===== src/rtl/hs_pkg.sv =====
// ----------------------------------------------------------------------------
// hs_pkg
// Shared types and constants for the heap sorter: word layouts of the
// input and result channels.
// ----------------------------------------------------------------------------
package hs_pkg;

    // width of one element
    localparam int DATA_W = 32;

    // input word: one element, plus the flag that closes the set
    typedef struct packed {
        logic signed [DATA_W-1:0] value;
        logic                     last;
    } t_in_word;

    // result word: next element in ascending order
    typedef struct packed {
        logic signed [DATA_W-1:0] sorted_value;
        logic                     end_of_run;
        logic                     overflow;
    } t_out_word;

endpackage


===== src/rtl/heap_sorter.sv =====
// ----------------------------------------------------------------------------
// heap_sorter
// Heap sort of a set of signed words kept in one RAM. Loads one word per
// cycle, builds a max-heap by sift-down, extracts the root into the tail
// and streams the set out in ascending order.
// ----------------------------------------------------------------------------
// Load: one word per cycle, ready held high while collecting a set.
// Sort: each sift level steps through left read, right read, child select
//   and move; the single RAM read port paces every step.
// Output: each result word is read, captured and held until taken; input is
//   blocked until the last word of the run is taken.
// Reset clears the control state and counters only; the RAM is not cleared.
// ----------------------------------------------------------------------------
module heap_sorter #(
    parameter int MAX_ITEMS = 64
) (
    input  logic              i_clk,
    input  logic              i_rst_n,
    input  logic              i_valid,
    output logic              o_ready,
    input  hs_pkg::t_in_word  i_data,
    output logic              o_valid,
    input  logic              i_ready,
    output hs_pkg::t_out_word o_data
);

    localparam int AW  = $clog2(MAX_ITEMS);
    localparam int CW  = $clog2(MAX_ITEMS + 1);
    localparam int CIW = AW + 2;
    localparam int DW  = hs_pkg::DATA_W;

    // sequencer states
    localparam logic [3:0] ST_LOAD      = 4'd0;
    localparam logic [3:0] ST_BUILD     = 4'd1;
    localparam logic [3:0] ST_SIFT_RD   = 4'd2;
    localparam logic [3:0] ST_SIFT_HOLD = 4'd3;
    localparam logic [3:0] ST_SIFT_L    = 4'd4;
    localparam logic [3:0] ST_SIFT_R    = 4'd5;
    localparam logic [3:0] ST_SIFT_CMP  = 4'd6;
    localparam logic [3:0] ST_SIFT_DEC  = 4'd7;
    localparam logic [3:0] ST_EX_NEXT   = 4'd8;
    localparam logic [3:0] ST_EX_RD0    = 4'd9;
    localparam logic [3:0] ST_EX_RDK    = 4'd10;
    localparam logic [3:0] ST_EX_WK     = 4'd11;
    localparam logic [3:0] ST_OUT_RD    = 4'd12;
    localparam logic [3:0] ST_OUT_CAP   = 4'd13;
    localparam logic [3:0] ST_OUT_HOLD  = 4'd14;

    // control registers
    logic [3:0]  r_state, n_state;
    logic [CW-1:0] r_count, n_count;
    logic        r_dropped, n_dropped;
    // working registers
    logic [CW-1:0] r_n, n_n;
    logic [CW-1:0] r_size, n_size;
    logic [CW-1:0] r_bk, n_bk;
    logic [CW-1:0] r_ek, n_ek;
    logic [AW-1:0] r_node, n_node;
    logic [AW-1:0] r_cidx, n_cidx;
    logic [AW-1:0] r_idx, n_idx;
    logic          r_phase_ex, n_phase_ex;
    logic signed [DW-1:0] r_held, n_held;
    logic signed [DW-1:0] r_child, n_child;
    logic signed [DW-1:0] r_top, n_top;
    hs_pkg::t_out_word    r_out, n_out;

    // RAM port signals
    logic          w_we;
    logic [AW-1:0] w_waddr;
    logic [DW-1:0] w_wdata;
    logic [AW-1:0] w_raddr;
    logic [DW-1:0] w_rdata;

    logic [CIW-1:0] w_left;
    logic [CIW-1:0] w_right;
    logic [CW-1:0]  w_cnt_inc;

    hs_ram #(
        .WIDTH (DW),
        .DEPTH (MAX_ITEMS)
    ) u_store (
        .i_clk   (i_clk),
        .i_we    (w_we),
        .i_waddr (w_waddr),
        .i_wdata (w_wdata),
        .i_raddr (w_raddr),
        .o_rdata (w_rdata)
    );

    // children of the current node
    assign w_left  = CIW'({r_node, 1'b1});
    assign w_right = CIW'({r_node, 1'b0}) + CIW'(2);

    assign o_ready = (r_state == ST_LOAD);
    assign o_valid = (r_state == ST_OUT_HOLD);
    assign o_data  = r_out;

    // sequencer
    always_comb begin
        n_state    = r_state;
        n_count    = r_count;
        n_dropped  = r_dropped;
        n_n        = r_n;
        n_size     = r_size;
        n_bk       = r_bk;
        n_ek       = r_ek;
        n_node     = r_node;
        n_cidx     = r_cidx;
        n_idx      = r_idx;
        n_phase_ex = r_phase_ex;
        n_held     = r_held;
        n_child    = r_child;
        n_top      = r_top;
        n_out      = r_out;
        w_we       = 1'b0;
        w_waddr    = r_node;
        w_wdata    = r_held;
        w_raddr    = r_node;
        w_cnt_inc  = r_count;

        case (r_state)
            // collect words in arrival order
            ST_LOAD: begin
                if (i_valid) begin
                    if (r_count < CW'(MAX_ITEMS)) begin
                        w_we      = 1'b1;
                        w_waddr   = AW'(r_count);
                        w_wdata   = i_data.value;
                        w_cnt_inc = r_count + CW'(1);
                    end else begin
                        n_dropped = 1'b1;
                    end
                    n_count = w_cnt_inc;
                    if (i_data.last) begin
                        n_n        = w_cnt_inc;
                        n_bk       = w_cnt_inc >> 1;
                        n_phase_ex = 1'b0;
                        n_state    = ST_BUILD;
                    end
                end
            end
            // heap build: sift each parent from the middle down to the root
            ST_BUILD: begin
                if (r_bk == '0) begin
                    n_phase_ex = 1'b1;
                    n_ek       = r_n - CW'(1);
                    n_state    = ST_EX_NEXT;
                end else begin
                    n_node  = AW'(r_bk - CW'(1));
                    n_bk    = r_bk - CW'(1);
                    n_size  = r_n;
                    n_state = ST_SIFT_RD;
                end
            end
            ST_SIFT_RD: begin
                w_raddr = r_node;
                n_state = ST_SIFT_HOLD;
            end
            ST_SIFT_HOLD: begin
                n_held  = w_rdata;
                n_state = ST_SIFT_L;
            end
            // sift-down with a hole: the held word moves only at the end
            ST_SIFT_L: begin
                if (w_left >= CIW'(r_size)) begin
                    w_we    = 1'b1;
                    w_waddr = r_node;
                    w_wdata = r_held;
                    if (r_phase_ex) begin
                        n_ek    = r_ek - CW'(1);
                        n_state = ST_EX_NEXT;
                    end else begin
                        n_state = ST_BUILD;
                    end
                end else begin
                    w_raddr = w_left[AW-1:0];
                    n_state = ST_SIFT_R;
                end
            end
            ST_SIFT_R: begin
                n_child = w_rdata;
                n_cidx  = w_left[AW-1:0];
                if (w_right < CIW'(r_size)) begin
                    w_raddr = w_right[AW-1:0];
                    n_state = ST_SIFT_CMP;
                end else begin
                    n_state = ST_SIFT_DEC;
                end
            end
            // right child wins only when strictly greater
            ST_SIFT_CMP: begin
                if ($signed(w_rdata) > r_child) begin
                    n_child = w_rdata;
                    n_cidx  = w_right[AW-1:0];
                end
                n_state = ST_SIFT_DEC;
            end
            ST_SIFT_DEC: begin
                w_we    = 1'b1;
                w_waddr = r_node;
                if (r_child > r_held) begin
                    w_wdata = r_child;
                    n_node  = r_cidx;
                    n_state = ST_SIFT_L;
                end else begin
                    w_wdata = r_held;
                    if (r_phase_ex) begin
                        n_ek    = r_ek - CW'(1);
                        n_state = ST_EX_NEXT;
                    end else begin
                        n_state = ST_BUILD;
                    end
                end
            end
            // extraction: root goes to the tail, tail word sifts from the root
            ST_EX_NEXT: begin
                if (r_ek == '0) begin
                    n_idx   = '0;
                    n_state = ST_OUT_RD;
                end else begin
                    n_state = ST_EX_RD0;
                end
            end
            ST_EX_RD0: begin
                w_raddr = '0;
                n_state = ST_EX_RDK;
            end
            ST_EX_RDK: begin
                n_top   = w_rdata;
                w_raddr = AW'(r_ek);
                n_state = ST_EX_WK;
            end
            ST_EX_WK: begin
                n_held  = w_rdata;
                w_we    = 1'b1;
                w_waddr = AW'(r_ek);
                w_wdata = r_top;
                n_size  = r_ek;
                n_node  = '0;
                n_state = ST_SIFT_L;
            end
            // stream out in ascending order
            ST_OUT_RD: begin
                w_raddr = r_idx;
                n_state = ST_OUT_CAP;
            end
            ST_OUT_CAP: begin
                n_out.sorted_value = w_rdata;
                n_out.end_of_run   = (CW'(r_idx) + CW'(1) == r_n);
                n_out.overflow     = r_dropped;
                n_state            = ST_OUT_HOLD;
            end
            ST_OUT_HOLD: begin
                if (i_ready) begin
                    if (r_out.end_of_run) begin
                        n_count   = '0;
                        n_dropped = 1'b0;
                        n_state   = ST_LOAD;
                    end else begin
                        n_idx   = r_idx + AW'(1);
                        n_state = ST_OUT_RD;
                    end
                end
            end
            default: begin
                n_state = ST_LOAD;
            end
        endcase
    end

    // control state
    always_ff @(posedge i_clk) begin
        if (!i_rst_n) begin
            r_state   <= ST_LOAD;
            r_count   <= '0;
            r_dropped <= 1'b0;
        end else begin
            r_state   <= n_state;
            r_count   <= n_count;
            r_dropped <= n_dropped;
        end
    end

    // working registers
    always_ff @(posedge i_clk) begin
        r_n        <= n_n;
        r_size     <= n_size;
        r_bk       <= n_bk;
        r_ek       <= n_ek;
        r_node     <= n_node;
        r_cidx     <= n_cidx;
        r_idx      <= n_idx;
        r_phase_ex <= n_phase_ex;
        r_held     <= n_held;
        r_child    <= n_child;
        r_top      <= n_top;
        r_out      <= n_out;
    end

    // fill count never passes the store depth
    a_count_bound: assert property (@(posedge i_clk) disable iff (!i_rst_n)
        r_count <= CW'(MAX_ITEMS))
        else $error("fill count beyond store depth");

    // a finished run leaves the block empty for the next set
    a_run_clears: assert property (@(posedge i_clk) disable iff (!i_rst_n)
        (o_valid && i_ready && o_data.end_of_run) |=> (r_count == '0 && !r_dropped))
        else $error("run end did not clear count and drop flag");

    // input is never taken while a result is pending
    a_no_overlap: assert property (@(posedge i_clk) disable iff (!i_rst_n)
        o_ready |-> !o_valid)
        else $error("input and output active together");

    // sift node always lies inside the live heap
    a_node_in_heap: assert property (@(posedge i_clk) disable iff (!i_rst_n)
        (r_state == ST_SIFT_L) |-> (CW'(r_node) < r_size))
        else $error("sift node outside heap");

    // the last result index matches the run length
    a_last_index: assert property (@(posedge i_clk) disable iff (!i_rst_n)
        (o_valid && o_data.end_of_run) |-> (CW'(r_idx) + CW'(1) == r_n))
        else $error("end of run at wrong index");

endmodule


===== src/rtl/hs_ram.sv =====
// ----------------------------------------------------------------------------
// hs_ram
// Generic simple dual-port RAM: one write port, one read port, registered
// read data. A same-address read and write in one cycle returns the old data.
// ----------------------------------------------------------------------------
module hs_ram #(
    parameter int WIDTH = 32,
    parameter int DEPTH = 64
) (
    input  logic                     i_clk,
    input  logic                     i_we,
    input  logic [$clog2(DEPTH)-1:0] i_waddr,
    input  logic [WIDTH-1:0]         i_wdata,
    input  logic [$clog2(DEPTH)-1:0] i_raddr,
    output logic [WIDTH-1:0]         o_rdata
);

    logic [WIDTH-1:0] r_mem [DEPTH];

    // write port
    always_ff @(posedge i_clk) begin
        if (i_we) begin
            r_mem[i_waddr] <= i_wdata;
        end
    end

    // registered read port
    always_ff @(posedge i_clk) begin
        o_rdata <= r_mem[i_raddr];
    end

endmodule

===== config.mk =====
export PLATFORM = sky130hd
export DESIGN_NAME = heap_sorter
export DESIGN_NICKNAME = d
export VERILOG_FILES = /design/src/rtl/hs_pkg.sv /design/src/rtl/heap_sorter.sv /design/src/rtl/hs_ram.sv
export SDC_FILE = /design/constraint.sdc
export NUM_CORES = 2
export LEC_CHECK = 0
export ABC_AREA = 1
export BUFFER_PORTS_ARGS = -buffer_cell sky130_fd_sc_hd__clkbuf_2
export CORE_ASPECT_RATIO = 0.6
export CORE_MARGIN = 4
export CORE_UTILIZATION = 68
export DETAILED_ROUTE_END_ITERATION = 8
export PLACE_DENSITY_LB_ADDON = 0.25
export SYNTH_ARGS = -nofsm -noshare
export SYNTH_HDL_FRONTEND = slang
export SYNTH_HIERARCHICAL = 1
export SYNTH_SLANG_ARGS = --single-unit
export TNS_END_PERCENT = 50

===== constraint.sdc =====
create_clock -name i_clk -period 11.9 [get_ports i_clk]
set_input_delay 1.19 -clock i_clk [delete_from_list [all_inputs] [get_ports i_clk]]
set_output_delay 1.19 -clock i_clk [all_outputs]
set_load 0.005 [all_outputs]

== Word level (Yosys, flattened, before mapping) ==
Memories as Yosys holds them, arrays and structs flattened. A register that Yosys moved wholly into a read port is not among the register bits.
Index checks and enable logic that the tools add are counted.

* Memories: 1
* Output and inout bits: 36
* Flip-flop bits (word level): 189
* Bits in writable memories: 2048
* Logic and storage cells: 144
* Input port bits: 37

* Multiplexer cells: 63
* Equality and inequality tests: 28
* Order comparisons: 5
* Reductions and logical operators: 23
* $add $sub $neg: 7

{| class="wikitable"
|+ Memories
! name !! depth !! bits a word !! read ports !! clocked after Yosys merged registers in !! wr ports !! line !! text
|-
| u_store.r_mem || 64 || 32 || 1 || 1 || 1 || hs_ram.sv:18 || <nowiki>logic [WIDTH-1:0] r_mem [DEPTH];</nowiki>
|}

{| class="wikitable"
|+ Operator list
! cell !! count
|-
| $mux 32 || 4
|-
| $pmux 32 s3 || 1
|-
| $mux 7 || 12
|-
| $gt 32x32->1 || 2
|-
| $pmux 32 s2 || 1
|-
| $mux 6 || 10
|-
| $pmux 4 s14 || 1
|-
| $pmux 7 s2 || 3
|-
| $pmux 6 s2 || 3
|-
| $mux 4 || 8
|-
| $pmux 6 s5 || 1
|-
| $eq 4x4->1 const B || 7
|-
| $pmux 7 s3 || 1
|-
| $sub 7x1->7 const B || 3
|-
| $ne 2x2->1 const B || 10
|-
| $reduce_and 4->1 || 5
|-
| $pmux 6 s3 || 1
|-
| $eq 4x3->1 const B || 4
|-
| $logic_not 7->1 || 2
|-
| $mux 1 || 13
|-
| $reduce_bool 2->1 || 5
|-
| $reduce_and 3->1 || 3
|-
| $add 7x2->8 const B || 1
|-
| $eq 4x2->1 const B || 2
|-
| other kinds (17) || 23
|}

== Longest topological paths before layout ==
* Depth after elaboration: 6
* Mapped depth: 27
* Mapped depth without buffers: 22

== By module ==
The synthesis kept the hierarchy.

{| class="wikitable"
|+ By module, submodules not included
! module !! cells an instance !! area an instance (um^2) !! times used !! sequential area each (um^2)
|-
| hs_ram || 6769 || 82738.1 || 1 || 62139.6
|-
| heap_sorter || 1234 || 11167.0 || 1 || 5555.3
|}

== Worst setup path before layout ==
OpenSTA, ideal clock, no wires.

* Kind: in2reg
* Start: input i_valid
* End: memory u_store.r_mem[48][0] (enable)
* Required time: 11.397 ns
* Data arrival time: 5.699 ns
* Path buffers: 1
* Path slack: 5.699 ns
* Library setup time: 0.503 ns
* Cell stages on the path: 11
* Path through: inv_1 > nor2_1 > inv_1 > nand2_1 > clkbuf_1 > nand2_1 > inv_1 > o211ai_1 > inv_1 > nand4_1 > nor4_1

* Elaborated cells on any way between the ends: 6
* Those cells by class: mux (6)

{| class="wikitable"
|+ RTL lines
! what !! line !! text
|-
| start: declaration || heap_sorter.sv:19 || <nowiki>input logic i_valid,</nowiki>
|-
| $mux 6 || heap_sorter.sv:124 || <nowiki>if (i_valid) begin</nowiki>
|-
| $pmux 6 s2 || heap_sorter.sv:121 || <nowiki>case (r_state)</nowiki>
|-
| net w_waddr[3] || heap_sorter.sv:69 || <nowiki>logic [AW-1:0] w_waddr;</nowiki>
|-
| end: declaration || hs_ram.sv:18 ||
|}

The timed path passes the listed nets, and every way through them passes these cells.

== Final worst setup path ==
* Start: register r_node[2]
* End: register u_store.o_rdata[18], read port of u_store.r_mem

* Longest elaborated chain between the ends: 4
* Elaborated cells on any way between the ends: 6
* Those cells by class: add/sub (1); order compare (2); mux (3)

{| class="wikitable"
|+ RTL lines
! what !! line !! text
|-
| start: declaration || heap_sorter.sv:58 || <nowiki>logic [AW-1:0] r_node, n_node;</nowiki>
|-
| start signal: assignment || heap_sorter.sv:290 || <nowiki>r_node <= n_node;</nowiki>
|-
| $add 7x2->8 || heap_sorter.sv:92 || <nowiki>assign w_right = CIW'({r_node, 1'b0}) + CIW'(2);</nowiki>
|-
| $lt 8x7->1 || heap_sorter.sv:183 || <nowiki>if (w_right < CIW'(r_size)) begin</nowiki>
|-
| $mux 6 || heap_sorter.sv:183 ||
|-
| $pmux 6 s5 (*) || heap_sorter.sv:121 ||
|-
| net w_raddr[0] || heap_sorter.sv:71 || <nowiki>logic [AW-1:0] w_raddr;</nowiki>
|-
| end: declaration || hs_ram.sv:15 || <nowiki>output logic [WIDTH-1:0] o_rdata</nowiki>
|}

Mark *: on every way through the listed nets, which the timed path passes. The rest lies on a longest branch.
A chain may end at the register's enable or synchronous reset.

==> results list <==
- Post-detailed-route via-to-cell ratio: 6.72
* Antenna violations before repair: 15
- The synthesized design devotes to its leading area cell type 71.2% of total area.
- The via count of the first global-routing pass is 60900.
- CTS built an H-tree with a depth of 4.
* Portion of the post-synthesis area used by sequential elements: 72.1%
- Once the clock tree was built, the setup fixing pass inserted 0 buffers.
- Post-route fraction of the period consumed by the critical path: 58.5%
* Number of flip-flops and latches in the synthesized netlist: 2269
- The worst path needs 6.97 ns of the cycle, external delays included.
- The netlist uses 45 different library cells.
- Once placement finished, the instance area stood at 0.0957 sq mm.
* DRC violations left: 1
- CP Max Fanout: 202
- Between clock sinks in the finished design, the worst skew comes to 0.0357 ns.
- Number of hold violations in the final report: 0
- In the synthesized netlist the dominant register cell turns out to be sky130_fd_sc_hd__edfxtp_1.
- Synthesis handed over a netlist of 8003 instances.
* Total grt overflow: 0
* Initial core utilization: 68.6%
- Area contributors post-synth: sky130_fd_sc_hd__edfxtp_1 (71%), sky130_fd_sc_hd__nand3_1 (11%), sky130_fd_sc_hd__nand2_1 (9.9%)
* Max-capacitance violation count: 0
- Area of the die: 0.144 sq mm
- In this run the deepest clock path goes through 3 buffers.
- Dividing the detail-routed wire length by the instance count gives 28.3 microns.
- Number of buffers inserted by hold repair at cts: 0
* Clock latency reported for the late side of the worst-skew pair: 0.83 ns
- Summed over all failing endpoints, the final setup total negative slack is 0 ns.
* GR Util All Layers: 38.4%
* Hpwl dp: 158000 microns
- Element type at the critical path start: flip-flop
* Sort of element at the end of the critical path: flip-flop
* Leakage: 0.0364 uW
- Maximum number of pins on one net before global-route repair: 220
- The first global-routing pass estimated 404000 microns of wire.
* Core area: 0.137 sq mm
* Post-cts resize count: 0
* Post-Synthesis Mean Instance Area: 11.7 sq um
- Clock edge transition at the registers on the reported setup and hold paths: 0.07 ns
- CTS tree: yes
- Cells with a size suffix above 1 make up 7.49% of the layout.
- Post-synth net total: 8122
* Number of sinks driven by the clock tree: 2269
- The die is 296 microns tall.
* Critical path arrival: 7.72 ns
- The tree is rooted in a sky130_fd_sc_hd__clkbuf_16.
- Summing every instance area after synthesis gives 0.0939 sq mm.
* Hold WS: 0.446 ns
- The floorplan step set the die width to 488 microns.
- The first detailed-routing pass ran for 9 iterations.
- Syn. warnings: 6
- The detail route stage leaves a number of antenna-violating nets equal to 0.
* FFs w/ async S/R, synth: 0%
- During placement, the flow inserted port buffers numbering 72.
- Via count: 66300
* Maximum resistive drop on vdd: 0.195 mV
- Pre-CTS setup slack: 5.45 ns
- Setup repair after global routing missed its margin: no
- At the end of the flow the core is filled with cells to 74.3%.
- Once routing completed, OpenROAD measured the worst setup slack at 4.93 ns.
- Summing all non-filler instances in the final layout gives an area of 0.102 sq mm.
* EDFF count, synth: 2225
* Standard-cell rows: 105
- Total count of max-transition violations in the final report: 0
- Class of the most critical hold timing path: reg -> reg
* CTS Buf Count: 191
* Relative slew slack: 9.47%
* Setup CP Type: reg -> reg
- Pin placement for this block handled 73 I/O pins.
- The final reports fail on DRC.
* Routability cong.: 1.02
* Max Freq: 144 MHz
- Cell type contributing the most total cell area after synthesis: sky130_fd_sc_hd__edfxtp_1
- Result of the run: finished with violations
- Required time of the critical path: 12.65 ns
- Power density over cell area: 229 mW/mm^2
- The net count of the finished layout is 8010.
* Violation count after the first detailed-route iteration: 12300
- Setup violations remaining at the end of the flow were counted as 0.
- At the pin with the least slew margin, the transition time is 1.35 ns.
- Total Routed Length: 279000 microns
- Area growth syn-to-layout: 8.32%
==> path summary, 6_finish.rpt <==
check | cells past startpoint | start | to | slack, ns
worst max-delay path | 22 | r_node[2]$_DFFE_PP_ | u_store/o_rdata[18]$_DFF_P_ | 4.93
worst min-delay path | 0 | r_dropped$_SDFFE_PN0P_ | o_data[0]$_DFFE_PP_ | 0.45
worst max register to register | 22 | r_node[2]$_DFFE_PP_ | u_store/o_rdata[18]$_DFF_P_ | 4.93
worst min register to register | 0 | r_dropped$_SDFFE_PN0P_ | o_data[0]$_DFFE_PP_ | 0.45
==> sequential cells by signal, indices dropped and copies added, names as in the netlist, 32 cells and up <==
name	count
u_store/r_mem	2048
r_held	32
r_top	32
r_child	32
o_data	34
u_store/o_rdata	32
==> layout by cell type, fill, tap and decap left out, types with 7 or more instances in the layout <==
| master | count |
|---|---|
| sky130_fd_sc_hd__nand2_1 | 2478 |
| sky130_fd_sc_hd__edfxtp_1 | 2225 |
| sky130_fd_sc_hd__nand3_1 | 2000 |
| sky130_fd_sc_hd__clkbuf_16 | 193 |
| sky130_fd_sc_hd__inv_1 | 166 |
| sky130_fd_sc_hd__buf_4 | 104 |
| sky130_fd_sc_hd__ha_1 | 82 |
| sky130_fd_sc_hd__clkbuf_2 | 72 |
| sky130_fd_sc_hd__o21ai_0 | 68 |
| sky130_fd_sc_hd__nor2_1 | 63 |
| sky130_fd_sc_hd__nor2_4 | 63 |
| sky130_fd_sc_hd__a21oi_1 | 62 |
| sky130_fd_sc_hd__nand4_1 | 58 |
| sky130_fd_sc_hd__clkinv_1 | 47 |
| sky130_fd_sc_hd__inv_2 | 44 |
| sky130_fd_sc_hd__clkinv_2 | 44 |
| sky130_fd_sc_hd__dfxtp_1 | 44 |
| sky130_fd_sc_hd__clkbuf_1 | 39 |
| sky130_fd_sc_hd__a311oi_1 | 28 |
| sky130_fd_sc_hd__xor2_1 | 18 |
| sky130_fd_sc_hd__o21ai_1 | 16 |
| sky130_fd_sc_hd__bufinv_16 | 12 |
| sky130_fd_sc_hd__buf_12 | 9 |
| sky130_fd_sc_hd__clkbuf_8 | 8 |
| sky130_fd_sc_hd__nor4_2 | 8 |
| sky130_fd_sc_hd__diode_2 | 7 |
| sky130_fd_sc_hd__nor3_1 | 7 |
==> final cells by class <==
class | instances | area, sq um
Clock buffer | 240 | 5090
Timing Repair Buffer | 185 | 1320
Antenna cell | 7 | 17.5
Tap cell | 1819 | 2280
Fill cell | 8582 | 35200
Inverter | 221 | 873
Clock inverter | 113 | 933
Sequential cell | 2269 | 67700
Multi-Input combinational cell | 5023 | 23500
==> critical path: stages, from the launching register on <==
cell                       delay [ns]
sky130_fd_sc_hd__edfxtp_1        0.55
sky130_fd_sc_hd__inv_1           0.16
sky130_fd_sc_hd__o31ai_1         0.35
sky130_fd_sc_hd__nand2_1         0.13
sky130_fd_sc_hd__inv_1           0.10
sky130_fd_sc_hd__ha_1            0.14
sky130_fd_sc_hd__a21oi_1         0.06
sky130_fd_sc_hd__or3_1           0.34
sky130_fd_sc_hd__nand3_1         0.35
sky130_fd_sc_hd__nand2_1         0.15
sky130_fd_sc_hd__nand2_1         0.11
sky130_fd_sc_hd__nand2_1         0.12
sky130_fd_sc_hd__nand3_4         0.58
sky130_fd_sc_hd__buf_12          0.63
sky130_fd_sc_hd__buf_4           0.95
sky130_fd_sc_hd__nand2_1         0.12
sky130_fd_sc_hd__nand3_1         0.13
sky130_fd_sc_hd__nand3_1         0.12
sky130_fd_sc_hd__nand3_1         0.60
sky130_fd_sc_hd__nand3_1         0.16
sky130_fd_sc_hd__nand2_1         0.21
sky130_fd_sc_hd__nand2_1         0.34
sky130_fd_sc_hd__nand2_1         0.16
==> metrics by stage <==
step,power [uW],cells
after floorplan,14000,8003
after global placement,16700,9517
after detailed placement,16900,9517
after CTS,22900,9870
after global routing,23800,9870
final,23200,9877
==> cells by family after synthesis <==
logic type	count (synthesis)	synth area share (%)
simple gates	4703	21.8
flops	2269	72.1
buf+inv	711	3.48
compound gates	214	1.36
fa+ha+maj	82	1.09
xor+xnor	24	0.224
==> synth_stat cells, types with 2 or more instances <==
cell                       instances
sky130_fd_sc_hd__buf_8             2
sky130_fd_sc_hd__a31oi_1           5
sky130_fd_sc_hd__a311oi_1         28
sky130_fd_sc_hd__o21a_1            4
sky130_fd_sc_hd__o221ai_1          6
sky130_fd_sc_hd__nor2_4            4
sky130_fd_sc_hd__inv_2            18
sky130_fd_sc_hd__nand2_1        2478
sky130_fd_sc_hd__or2_2             5
sky130_fd_sc_hd__xor2_1           18
sky130_fd_sc_hd__dfxtp_1          44
sky130_fd_sc_hd__nor2_2            5
sky130_fd_sc_hd__buf_1            45
sky130_fd_sc_hd__clkbuf_1         93
sky130_fd_sc_hd__inv_1           201
sky130_fd_sc_hd__buf_2           300
sky130_fd_sc_hd__edfxtp_1       2225
sky130_fd_sc_hd__buf_4            47
sky130_fd_sc_hd__o22ai_1           3
sky130_fd_sc_hd__nand3_1        2002
sky130_fd_sc_hd__o211ai_1          5
sky130_fd_sc_hd__nand2_2           6
sky130_fd_sc_hd__nor2_1          123
sky130_fd_sc_hd__nand4_1          58
sky130_fd_sc_hd__nor4_1           10
sky130_fd_sc_hd__nor3_1            7
sky130_fd_sc_hd__xnor2_1           6
sky130_fd_sc_hd__or3_1             2
sky130_fd_sc_hd__o21ai_1          16
sky130_fd_sc_hd__buf_6             3
sky130_fd_sc_hd__ha_1             82
sky130_fd_sc_hd__a211oi_1          6
sky130_fd_sc_hd__a221oi_1          5
sky130_fd_sc_hd__a21oi_1          63
sky130_fd_sc_hd__o21ai_0          68
==> layer usage <==
layer | share of wire, % | routed length [microns] | global-route usage, % | vias up
met1 | 36 | 102000 | 56.2 | 31700
met2 | 41 | 113000 | 52.0 | 5719
met3 | 19 | 52200 | 15.9 | 732
met4 | 4.2 | 11700 | 14.3 | 10
li1 | - | - | - | 28200
met5 | 0.024 | 66 | 0 | -
==> power breakdown <==
group          internal [uW]  switching (uW)  total [uW]  leakage (uW)
clock network           3300            2870        6170       0.00296
registers              10400             332       10700        0.0205
logic                   1170            5210        6380        0.0130
Power figures use the tool's default switching activity.
